## config.mk

```make
export PLATFORM = sky130hd
export DESIGN_NAME = load_cell_adc_reader
export DESIGN_NICKNAME = d
export VERILOG_FILES = /design/src/lcar_pkg.sv /design/src/lcar_ctrl.sv /design/src/lcar_datapath.sv /design/src/load_cell_adc_reader.sv
export VERILOG_INCLUDE_DIRS = /design/src /design/src/src
export SDC_FILE = /design/constraint.sdc
export NUM_CORES = 1
export LEC_CHECK = 0
export ABC_AREA = 1
export ABC_CLOCK_PERIOD_IN_PS = 5590
export BUFFER_PORTS_ARGS = -buffer_cell sky130_fd_sc_hd__buf_2
export CAP_MARGIN = 30
export CORE_UTILIZATION = 50
export DETAILED_ROUTE_END_ITERATION = 8
export PLACE_DENSITY = 0.64
export SLEW_MARGIN = 30
export SYNTH_ARGS = -nofsm -noshare
export SYNTH_HDL_FRONTEND = slang
export SYNTH_SLANG_ARGS = --single-unit
```

## constraint.sdc

```tcl
create_clock -name clk_i -period 5.59 [get_ports clk_i]
set_input_delay 0.8385 -clock clk_i [delete_from_list [all_inputs] [get_ports clk_i]]
set_output_delay 0.8385 -clock clk_i [all_outputs]
set_load 0.1 [all_outputs]
```

## src/assert_macros.svh

```systemverilog
// Assertion helpers shared by the controller and datapath modules.
`ifndef ASSERT_MACROS_SVH
`define ASSERT_MACROS_SVH

// Clocked property, disabled while reset is asserted.
`define ASSERT_CLK(lbl, prop, msg) \
  lbl: assert property (@(posedge clk_i) disable iff (!rst_ni) prop) else $error(msg);

// Condition that must never be seen at a clock edge.
`define ASSERT_NEVER(lbl, cond, msg) \
  `ASSERT_CLK(lbl, !(cond), msg)

`endif

```

## src/lcar_pkg.sv

```systemverilog
`default_nettype none
package lcar_pkg;

  // converter word and arithmetic widths
  localparam int SampleBits = 24;
  localparam int BitCntW    = $clog2(SampleBits + 1);
  localparam int SumW       = 32;
  localparam int DivW       = 33;
  localparam int DivCntW    = $clog2(DivW + 1);

  localparam logic [23:0]        ScaleDefault = 24'd218445;
  localparam logic [23:0]        Max24        = 24'hFFFFFF;
  localparam logic signed [23:0] SMax24       = 24'sh7FFFFF;
  localparam logic signed [23:0] SMin24       = 24'sh800000;

  // item function codes
  localparam logic [1:0] FUNC_TICK  = 2'd0;
  localparam logic [1:0] FUNC_TARE  = 2'd1;
  localparam logic [1:0] FUNC_WEIGH = 2'd2;

  typedef enum logic [2:0] {
    PH_IDLE,
    PH_WAIT,
    PH_HIGH,
    PH_LOW,
    PH_XRAISE,
    PH_XHIGH
  } phase_e;

  typedef enum logic [1:0] {
    CT_IDLE,
    CT_DIV_AVG,
    CT_DIV_GRAMS,
    CT_DONE
  } ctrl_state_e;

  typedef struct packed {
    logic [1:0] func;
    logic       dout_level;
    logic [7:0] sample_count;
  } in_item_t;

  typedef struct packed {
    logic               sck_level;
    logic               result_valid;
    logic               was_tare;
    logic signed [23:0] raw_average;
    logic [23:0]        grams;
    logic               busy_res;
  } out_item_t;

  // controller -> datapath
  typedef struct packed {
    logic accept;
    logic div_step;
    logic avg_done;
    logic out_final;
  } ctrl_cmd_t;

  // datapath -> controller
  typedef struct packed {
    logic finish;
    logic div_done;
    logic tare;
    logic out_free;
  } dp_status_t;

endpackage
`default_nettype wire

```

## src/lcar_ctrl.sv

```systemverilog
`default_nettype none
module lcar_ctrl (
  input  logic                clk_i,
  input  logic                rst_ni,
  input  logic                in_valid_i,
  input  lcar_pkg::dp_status_t status_i,
  output lcar_pkg::ctrl_cmd_t  cmd_o,
  output logic                in_ready_o
);
  import lcar_pkg::*;
  `include "assert_macros.svh"

  ctrl_state_e state_q, state_d;
  logic        accept;

  assign accept = in_valid_i && in_ready_o;

  // state register
  always_ff @(posedge clk_i or negedge rst_ni) begin
    if (!rst_ni) begin
      state_q <= CT_IDLE;
    end else begin
      state_q <= state_d;
    end
  end

  // next state
  always_comb begin
    state_d = state_q;
    case (state_q)
      CT_IDLE: begin
        if (accept && status_i.finish) state_d = CT_DIV_AVG;
      end
      CT_DIV_AVG: begin
        if (status_i.div_done) state_d = status_i.tare ? CT_DONE : CT_DIV_GRAMS;
      end
      CT_DIV_GRAMS: begin
        if (status_i.div_done) state_d = CT_DONE;
      end
      CT_DONE: begin
        if (status_i.out_free) state_d = CT_IDLE;
      end
      default: state_d = CT_IDLE;
    endcase
  end

  // outputs
  always_comb begin
    in_ready_o      = 1'b0;
    cmd_o           = '0;
    case (state_q)
      CT_IDLE: begin
        in_ready_o   = status_i.out_free;
        cmd_o.accept = accept;
      end
      CT_DIV_AVG: begin
        cmd_o.div_step = !status_i.div_done;
        cmd_o.avg_done = status_i.div_done;
      end
      CT_DIV_GRAMS: begin
        cmd_o.div_step = !status_i.div_done;
      end
      CT_DONE: begin
        cmd_o.out_final = status_i.out_free;
      end
      default: ;
    endcase
  end

  `ASSERT_CLK(a_tare_skips_grams,
    (state_q == CT_DIV_AVG) && status_i.div_done && status_i.tare |=> state_q == CT_DONE,
    "tare measurement did not skip the grams division")
  `ASSERT_CLK(a_final_returns_idle, cmd_o.out_final |=> state_q == CT_IDLE,
    "controller did not return to idle after final result")
  `ASSERT_NEVER(a_step_and_final, cmd_o.div_step && (cmd_o.out_final || cmd_o.accept),
    "divider step overlaps an output load")

endmodule
`default_nettype wire

```

## src/lcar_datapath.sv

```systemverilog
`default_nettype none
module lcar_datapath (
  input  logic                 clk_i,
  input  logic                 rst_ni,
  input  lcar_pkg::in_item_t   in_data_i,
  input  logic                 cfg_write_i,
  input  logic [23:0]          cfg_data_i,
  input  logic                 out_ready_i,
  input  lcar_pkg::ctrl_cmd_t  cmd_i,
  output lcar_pkg::dp_status_t status_o,
  output logic                 out_valid_o,
  output lcar_pkg::out_item_t  out_data_o
);
  import lcar_pkg::*;
  `include "assert_macros.svh"

  // converter sequencing state
  phase_e                 phase_q, phase_d;
  logic [BitCntW-1:0]     bitcnt_q, bitcnt_d, bit_inc;
  logic [SampleBits-1:0]  shift_q, shift_d;
  logic [SumW-1:0]        sum_q, sum_d, sum_add;
  logic [7:0]             left_q, left_d, left_dec;
  logic [7:0]             target_q, target_d;
  logic                   tare_q, tare_d;
  logic signed [23:0]     offset_q;
  logic [23:0]            scale_q;
  logic                   finish;

  // shared restoring divider
  logic [DivW-1:0]        dvd_q;
  logic [23:0]            rem_q, divisor_q, rem_nx;
  logic [DivCntW-1:0]     dcnt_q;
  logic [24:0]            trial;
  logic                   ge;
  logic                   neg_q, scale_zero_q;
  logic signed [23:0]     avg_q, avg_sat;
  logic [DivW-1:0]        sum_mag;
  logic [24:0]            diff, diff_mag;
  logic [DivW-1:0]        grams_dvd;
  logic [23:0]            grams_fin;

  // output register
  logic                   out_valid_q;
  out_item_t              out_q, out_nx;
  logic                   load_tick;

  assign bit_inc  = bitcnt_q + BitCntW'(1);
  assign left_dec = (left_q != 8'd0) ? left_q - 8'd1 : left_q;
  assign sum_add  = sum_q + SumW'(signed'(shift_q));

  // next sequencing state for the item at the input
  always_comb begin
    phase_d  = phase_q;
    bitcnt_d = bitcnt_q;
    shift_d  = shift_q;
    sum_d    = sum_q;
    left_d   = left_q;
    target_d = target_q;
    tare_d   = tare_q;
    finish   = 1'b0;
    case (in_data_i.func)
      FUNC_TARE, FUNC_WEIGH: begin
        if (phase_q == PH_IDLE) begin
          target_d = (in_data_i.sample_count == 8'd0) ? 8'd1 : in_data_i.sample_count;
          left_d   = target_d;
          sum_d    = '0;
          shift_d  = '0;
          bitcnt_d = '0;
          tare_d   = (in_data_i.func == FUNC_TARE);
          phase_d  = PH_WAIT;
        end
      end
      FUNC_TICK: begin
        case (phase_q)
          PH_WAIT: begin
            if (!in_data_i.dout_level) begin
              shift_d  = '0;
              bitcnt_d = '0;
              phase_d  = PH_HIGH;
            end
          end
          PH_HIGH: begin
            shift_d  = {shift_q[SampleBits-2:0], in_data_i.dout_level};
            bitcnt_d = bit_inc;
            phase_d  = (bit_inc >= BitCntW'(SampleBits)) ? PH_XRAISE : PH_LOW;
          end
          PH_LOW:    phase_d = PH_HIGH;
          PH_XRAISE: phase_d = PH_XHIGH;
          PH_XHIGH: begin
            sum_d    = sum_add;
            shift_d  = '0;
            bitcnt_d = '0;
            left_d   = left_dec;
            if (left_dec == 8'd0) begin
              finish  = 1'b1;
              phase_d = PH_IDLE;
            end else begin
              phase_d = PH_WAIT;
            end
          end
          default: phase_d = PH_IDLE;
        endcase
      end
      default: ;
    endcase
  end

  // sequencing registers
  always_ff @(posedge clk_i or negedge rst_ni) begin
    if (!rst_ni) begin
      phase_q  <= PH_IDLE;
      bitcnt_q <= '0;
      shift_q  <= '0;
      sum_q    <= '0;
      left_q   <= '0;
      target_q <= 8'd1;
      tare_q   <= 1'b0;
    end else if (cmd_i.accept) begin
      phase_q  <= phase_d;
      bitcnt_q <= bitcnt_d;
      shift_q  <= shift_d;
      sum_q    <= sum_d;
      left_q   <= left_d;
      target_q <= target_d;
      tare_q   <= tare_d;
    end
  end

  // zero offset and scale; tare restores the default scale
  always_ff @(posedge clk_i or negedge rst_ni) begin
    if (!rst_ni) begin
      offset_q <= '0;
      scale_q  <= ScaleDefault;
    end else if (cmd_i.avg_done && tare_q) begin
      offset_q <= avg_sat;
      scale_q  <= ScaleDefault;
    end else if (cfg_write_i) begin
      scale_q  <= cfg_data_i;
    end
  end

  // divider operands
  assign sum_mag   = sum_d[SumW-1] ? DivW'(-{sum_d[SumW-1], sum_d}) : {1'b0, sum_d};
  assign diff      = {avg_sat[23], avg_sat} - {offset_q[23], offset_q};
  assign diff_mag  = diff[24] ? -diff : diff;
  assign grams_dvd = {diff_mag, 8'd0};

  // one quotient bit per cycle
  assign trial  = {rem_q, dvd_q[DivW-1]};
  assign ge     = (trial >= {1'b0, divisor_q});
  assign rem_nx = ge ? 24'(trial - {1'b0, divisor_q}) : trial[23:0];

  // signed average from quotient magnitude, saturated
  always_comb begin
    if (!neg_q) begin
      avg_sat = (dvd_q > DivW'(SMax24)) ? SMax24 : signed'(dvd_q[23:0]);
    end else begin
      avg_sat = (dvd_q > DivW'(24'h800000)) ? SMin24 : signed'(~dvd_q[23:0] + 24'd1);
    end
  end

  always_comb begin
    if (tare_q) begin
      grams_fin = '0;
    end else if (scale_zero_q) begin
      grams_fin = Max24;
    end else begin
      grams_fin = (dvd_q > DivW'(Max24)) ? Max24 : dvd_q[23:0];
    end
  end

  // divider count
  always_ff @(posedge clk_i or negedge rst_ni) begin
    if (!rst_ni) begin
      dcnt_q <= '0;
    end else if ((cmd_i.accept && finish) || cmd_i.avg_done) begin
      dcnt_q <= DivCntW'(DivW);
    end else if (cmd_i.div_step) begin
      dcnt_q <= dcnt_q - DivCntW'(1);
    end
  end

  // divider data
  always_ff @(posedge clk_i) begin
    if (cmd_i.accept && finish) begin
      dvd_q     <= sum_mag;
      rem_q     <= '0;
      divisor_q <= {16'd0, target_q};
      neg_q     <= sum_d[SumW-1];
    end else if (cmd_i.avg_done) begin
      avg_q        <= avg_sat;
      dvd_q        <= grams_dvd;
      rem_q        <= '0;
      divisor_q    <= scale_q;
      scale_zero_q <= (scale_q == 24'd0);
    end else if (cmd_i.div_step) begin
      dvd_q <= {dvd_q[DivW-2:0], ge};
      rem_q <= rem_nx;
    end
  end

  // result item
  assign load_tick = cmd_i.accept && !finish;

  always_comb begin
    out_nx = '0;
    if (cmd_i.out_final) begin
      out_nx.result_valid = 1'b1;
      out_nx.was_tare     = tare_q;
      out_nx.raw_average  = avg_q;
      out_nx.grams        = grams_fin;
    end else begin
      out_nx.sck_level = (phase_d == PH_HIGH) || (phase_d == PH_XHIGH);
      out_nx.busy_res  = (phase_d != PH_IDLE);
    end
  end

  always_ff @(posedge clk_i or negedge rst_ni) begin
    if (!rst_ni) begin
      out_valid_q <= 1'b0;
    end else if (load_tick || cmd_i.out_final) begin
      out_valid_q <= 1'b1;
    end else if (out_ready_i) begin
      out_valid_q <= 1'b0;
    end
  end

  always_ff @(posedge clk_i) begin
    if (load_tick || cmd_i.out_final) out_q <= out_nx;
  end

  assign out_valid_o       = out_valid_q;
  assign out_data_o        = out_q;
  assign status_o.finish   = finish;
  assign status_o.div_done = (dcnt_q == '0);
  assign status_o.tare     = tare_q;
  assign status_o.out_free = !out_valid_q || out_ready_i;

  `ASSERT_CLK(a_div_armed, cmd_i.accept && finish |=> dcnt_q == DivCntW'(DivW),
    "divider not armed on closing item")
  `ASSERT_CLK(a_final_valid, cmd_i.out_final |=> out_valid_q && out_q.result_valid,
    "final measurement not presented")
  `ASSERT_CLK(a_tick_no_result, load_tick |=> out_valid_q && !out_q.result_valid,
    "ordinary item reported a measurement")

endmodule
`default_nettype wire

```

## src/load_cell_adc_reader.sv

```systemverilog
// An ordinary item's result is registered on acceptance and output in the next cycle.
// The item closing a weigh measurement starts a divide of the sample sum by the count,
// then a divide by the scale; a tare skips the second divide.
// Throughput: one item per cycle while the output is free; input stalls during divides.
// Reset (rst_ni, async, active low): idle, zero offset, scale back to 218445.
`default_nettype none
module load_cell_adc_reader (
  input  logic                clk_i,
  input  logic                rst_ni,
  input  logic                in_valid_i,
  output logic                in_ready_o,
  input  lcar_pkg::in_item_t  in_data_i,
  output logic                out_valid_o,
  input  logic                out_ready_i,
  output lcar_pkg::out_item_t out_data_o,
  input  logic                cfg_valid_i,
  output logic                cfg_ready_o,
  input  logic [23:0]         cfg_data_i
);
  import lcar_pkg::*;

  ctrl_cmd_t  cmd;
  dp_status_t status;
  logic       cfg_write;

  // register writes are always taken
  assign cfg_ready_o = 1'b1;
  assign cfg_write   = cfg_valid_i && cfg_ready_o;

  lcar_ctrl u_ctrl (
    .clk_i      (clk_i),
    .rst_ni     (rst_ni),
    .in_valid_i (in_valid_i),
    .status_i   (status),
    .cmd_o      (cmd),
    .in_ready_o (in_ready_o)
  );

  lcar_datapath u_datapath (
    .clk_i       (clk_i),
    .rst_ni      (rst_ni),
    .in_data_i   (in_data_i),
    .cfg_write_i (cfg_write),
    .cfg_data_i  (cfg_data_i),
    .out_ready_i (out_ready_i),
    .cmd_i       (cmd),
    .status_o    (status),
    .out_valid_o (out_valid_o),
    .out_data_o  (out_data_o)
  );

endmodule
`default_nettype wire
```

==> results.toml <==
[outcome]
status = "complete, no violations"

[yosys]
synthTopCellsByArea = "edfxtp_1, dfrtp_1, nand2_1, inv_1, ha_1"
synthCells = 2844
yosysTopAreaCellShare = 0.176
yosysMostFrequentCell = "nand2_1"
netlist_area_mm2 = 0.0203
ys_warn_count = 0
synth_edf_count = 119
avgSynthCellArea_um2 = 7.14
ys_ff_latch = 297
yosys_most_used_dff = "dfrtp_1"
synth_nets = 2983
yosysSeqAreaShare = 0.386
yosys.area.top_type = "edfxtp_1"
async_flop_share = 0.465
synthDistinctLibCells = 55
synth_common_cells = "nand2_1, inv_1, nor2_1"

[floorplanning]
ios = 95
std_cell_rows = 73
die_area_mm2 = 0.0414
initial_utilization = 0.509
die_w_um = 204
coreArea_mm2 = 0.0399
die_h_um = 204

[power_and_ir_drop]
cellPowerDensity_mw_per_mm2 = 293
power_mw = 6.69
peakVddDrop_mv = 0.391
p_leak_nw = 11.4

[setup_path]
worstSetupEndpointType = "flip-flop"
crit_required_ns = 5.88
crit_path_top_delay_cell = "edfxtp_1"
critical_path.max_fanout = 6
crit_path_max_incr_delay_ns = 0.42
worst-path-buf-inv = 6
setup.worst_path.start_class = "flip-flop"
crit_arrival_ns = 5.36
criticalPathCategory = "reg2reg"
crit_family = "simple AND/OR/NAND/NOR gates"
worst_path_most_repeated_cell = "nand2_1"

[route]
wl_per_cell_um = 17.3
finalWirelength_um = 60200
first_iter_violations = 1633
drcViolationCount = 0
dr.pass1.iters = 7
vias = 18829
viasPerCell = 5.40
postRouteAntennaNets = 0

[global_route]
track_usage = 0.293
antenna_found_initial = 0
gr-total-overflow = 0
grt_start_max_net_pins = 87
grt_pass1_vias = 18028
grt_pass1_wl_um = 95100

[timing]
period_minus_slack_ns = 5.07
rsz0062_at_grt = "yes"
period_share = 0.907
setup_tns_ns = 0
clock-skew-final_ns = 0.0299
slew_viol_final = 0
finalHoldViolCount = 0
finalSetupViolCount = 0
relSlewSlack = 0.421
max_freq_mhz = 197
worst_pin_slew_ns = 0.866
setup_slack_ns = 0.518

[cts]
worst_skew_pair.late_latency_ns = 0.56
cts-buffers-inserted = 36
ctsHoldBuffers = 0
clkSinkCount = 297
clockBufferDepth = 3
clk_pin_slew_ns = 0.06
ctsRootBufferMaster = "clkbuf_16"
cts_htree_levels = 2
cts_tree = "yes"

[placement]
io_buffers = 93
preCtsSetupSlack_ns = 0.124
gp_congestion = 0.986
place_hpwl_um = 46600

[cells_and_area]
n_antenna_cell = 0
syn_to_final_growth_pct = 12.3
utilization = 0.572
multi_input_area_mm2 = 0.0105
regArea_mm2 = 0.00784
fin_nets = 3076
drive_above_1_share = 0.0955
n_fill_cell = 3846

[job]
maxCapViolCount = 0

[worst_hold_path]
hp-class = "in2async"
==> worst reg2reg max path: cells and delay by family, from the launching register on <==
family / cells / cell delay (ns)
AO/OA/AOI/OAI: 6 / 1.25
buffers and inverters: 6 / 0.61
AND/OR/NAND/NOR: 17 / 2.12
adder cells (fa/ha/maj): 2 / 0.41
flip-flops: 1 / 0.42
==> worst paths after layout <==
| kind | start | to | slack [ns] | cells after the start |
|---|---|---|---|---|
| setup / recovery | u_datapath.dvd_q[0]$_DFFE_PP_ | u_datapath.dvd_q[27]$_DFFE_PP_ | 0.52 | 31 |
| hold reg to reg | u_datapath.dcnt_q[0]$_DFFE_PN0P_ | u_datapath.dcnt_q[0]$_DFFE_PN0P_ | 0.47 | 1 |
| setup reg to reg | u_datapath.dvd_q[0]$_DFFE_PP_ | u_datapath.dvd_q[27]$_DFFE_PP_ | 0.52 | 31 |
| hold / removal | rst_ni | u_datapath.shift_q[4]$_DFFE_PN0P_ | 0.24 | 1 |
| max in group asynchronous | rst_ni | u_datapath.scale_q[5]$_DFFE_PN0P_ | 3.98 | 3 |
| min in group clk_i | u_datapath.dcnt_q[0]$_DFFE_PN0P_ | u_datapath.dcnt_q[0]$_DFFE_PN0P_ | 0.47 | 1 |
==> state kept, by name, summed over array words and instances (netlist names), 24 cells and up <==
name and count:
u_datapath.rem_q 24, u_datapath.offset_q 24, u_datapath.scale_q 24, u_datapath.dvd_q 33
u_datapath.shift_q 24, u_datapath.avg_q 24, u_datapath.sum_q 32, u_datapath.out_data_o 52
u_datapath.divisor_q 24
==> stage by stage <==
| step | area [um2] | hold WS [ns] | instances |
|---|---|---|---|
| 2_1_floorplan | 20300 | 0.440 | 2844 |
| 3_3_place_gp | 21400 | 0.460 | 3422 |
| 3_5_place_dp | 21400 | 0.463 | 3422 |
| 4_1_cts | 22700 | 0.408 | 3487 |
| 5_1_grt | 22800 | 0.257 | 3489 |
| 6_report | 22800 | 0.237 | 3489 |
==> where the power goes <==
group          internal [mW]  total, mW  switching [mW]
sequential              2.51       2.64           0.130
clock                   1.57       2.52           0.959
combinational          0.404       1.53            1.12
==> cell type report <==
cell class / instances / share of cell area
inverters: 468 / 0.0770
clock buffers: 50 / 0.0450
flip-flops and latches: 297 / 0.344
repair buffers: 139 / 0.0367
multi-input cells: 1995 / 0.458
clock inverters: 15 / 0.0106
well taps: 525 / 0.0288
==> routing by layer <==
layer,global-route usage,share of wire,up-vias
met5,0,0,-
met4,0.141,0.046,0
met3,0.0366,0.052,145
met2,0.473,0.45,571
met1,0.389,0.45,8652
li1,-,-,9461
==> logic make-up after synthesis <==
group,share of synthesized area
AO/OA/AOI/OAI,0.138
XOR/XNOR,0.0345
adder cells (fa/ha/maj),0.0621
buffers and inverters,0.105
flip-flops,0.386
other,0.000185
AND/OR/NAND/NOR,0.275
==> placed cells by master (no fill, tap or decap), types with 6 or more instances in the layout <==
cell / n
nand3_1: 199
ha_1: 95
nand3b_1: 13
bufinv_16: 6
a31oi_1: 28
o21bai_1: 11
o21ai_0: 204
nor2_2: 9
buf_4: 45
clkbuf_16: 38
clkbuf_1: 9
dfrtp_1: 127
inv_1: 454
a21oi_2: 6
nand2_1: 748
nand2_2: 13
xor2_1: 58
inv_2: 11
nand4_1: 40
buf_2: 92
o211ai_1: 9
dfstp_2: 11
xnor2_1: 17
or2_2: 10
nor3_1: 20
a22oi_1: 8
a21oi_1: 163
a21boi_0: 6
dfxtp_1: 40
o21ai_1: 13
edfxtp_1: 119
o22ai_1: 49
nor4_1: 16
nor2_1: 211
==> timing repair <==
item,CTS,global route
setup buffers,0,1
endpoints found under the hold margin,0,0
endpoints found under the setup margin,0,24
gates resized for setup,0,32
Note: power is estimated with default switching activity, not from simulation.
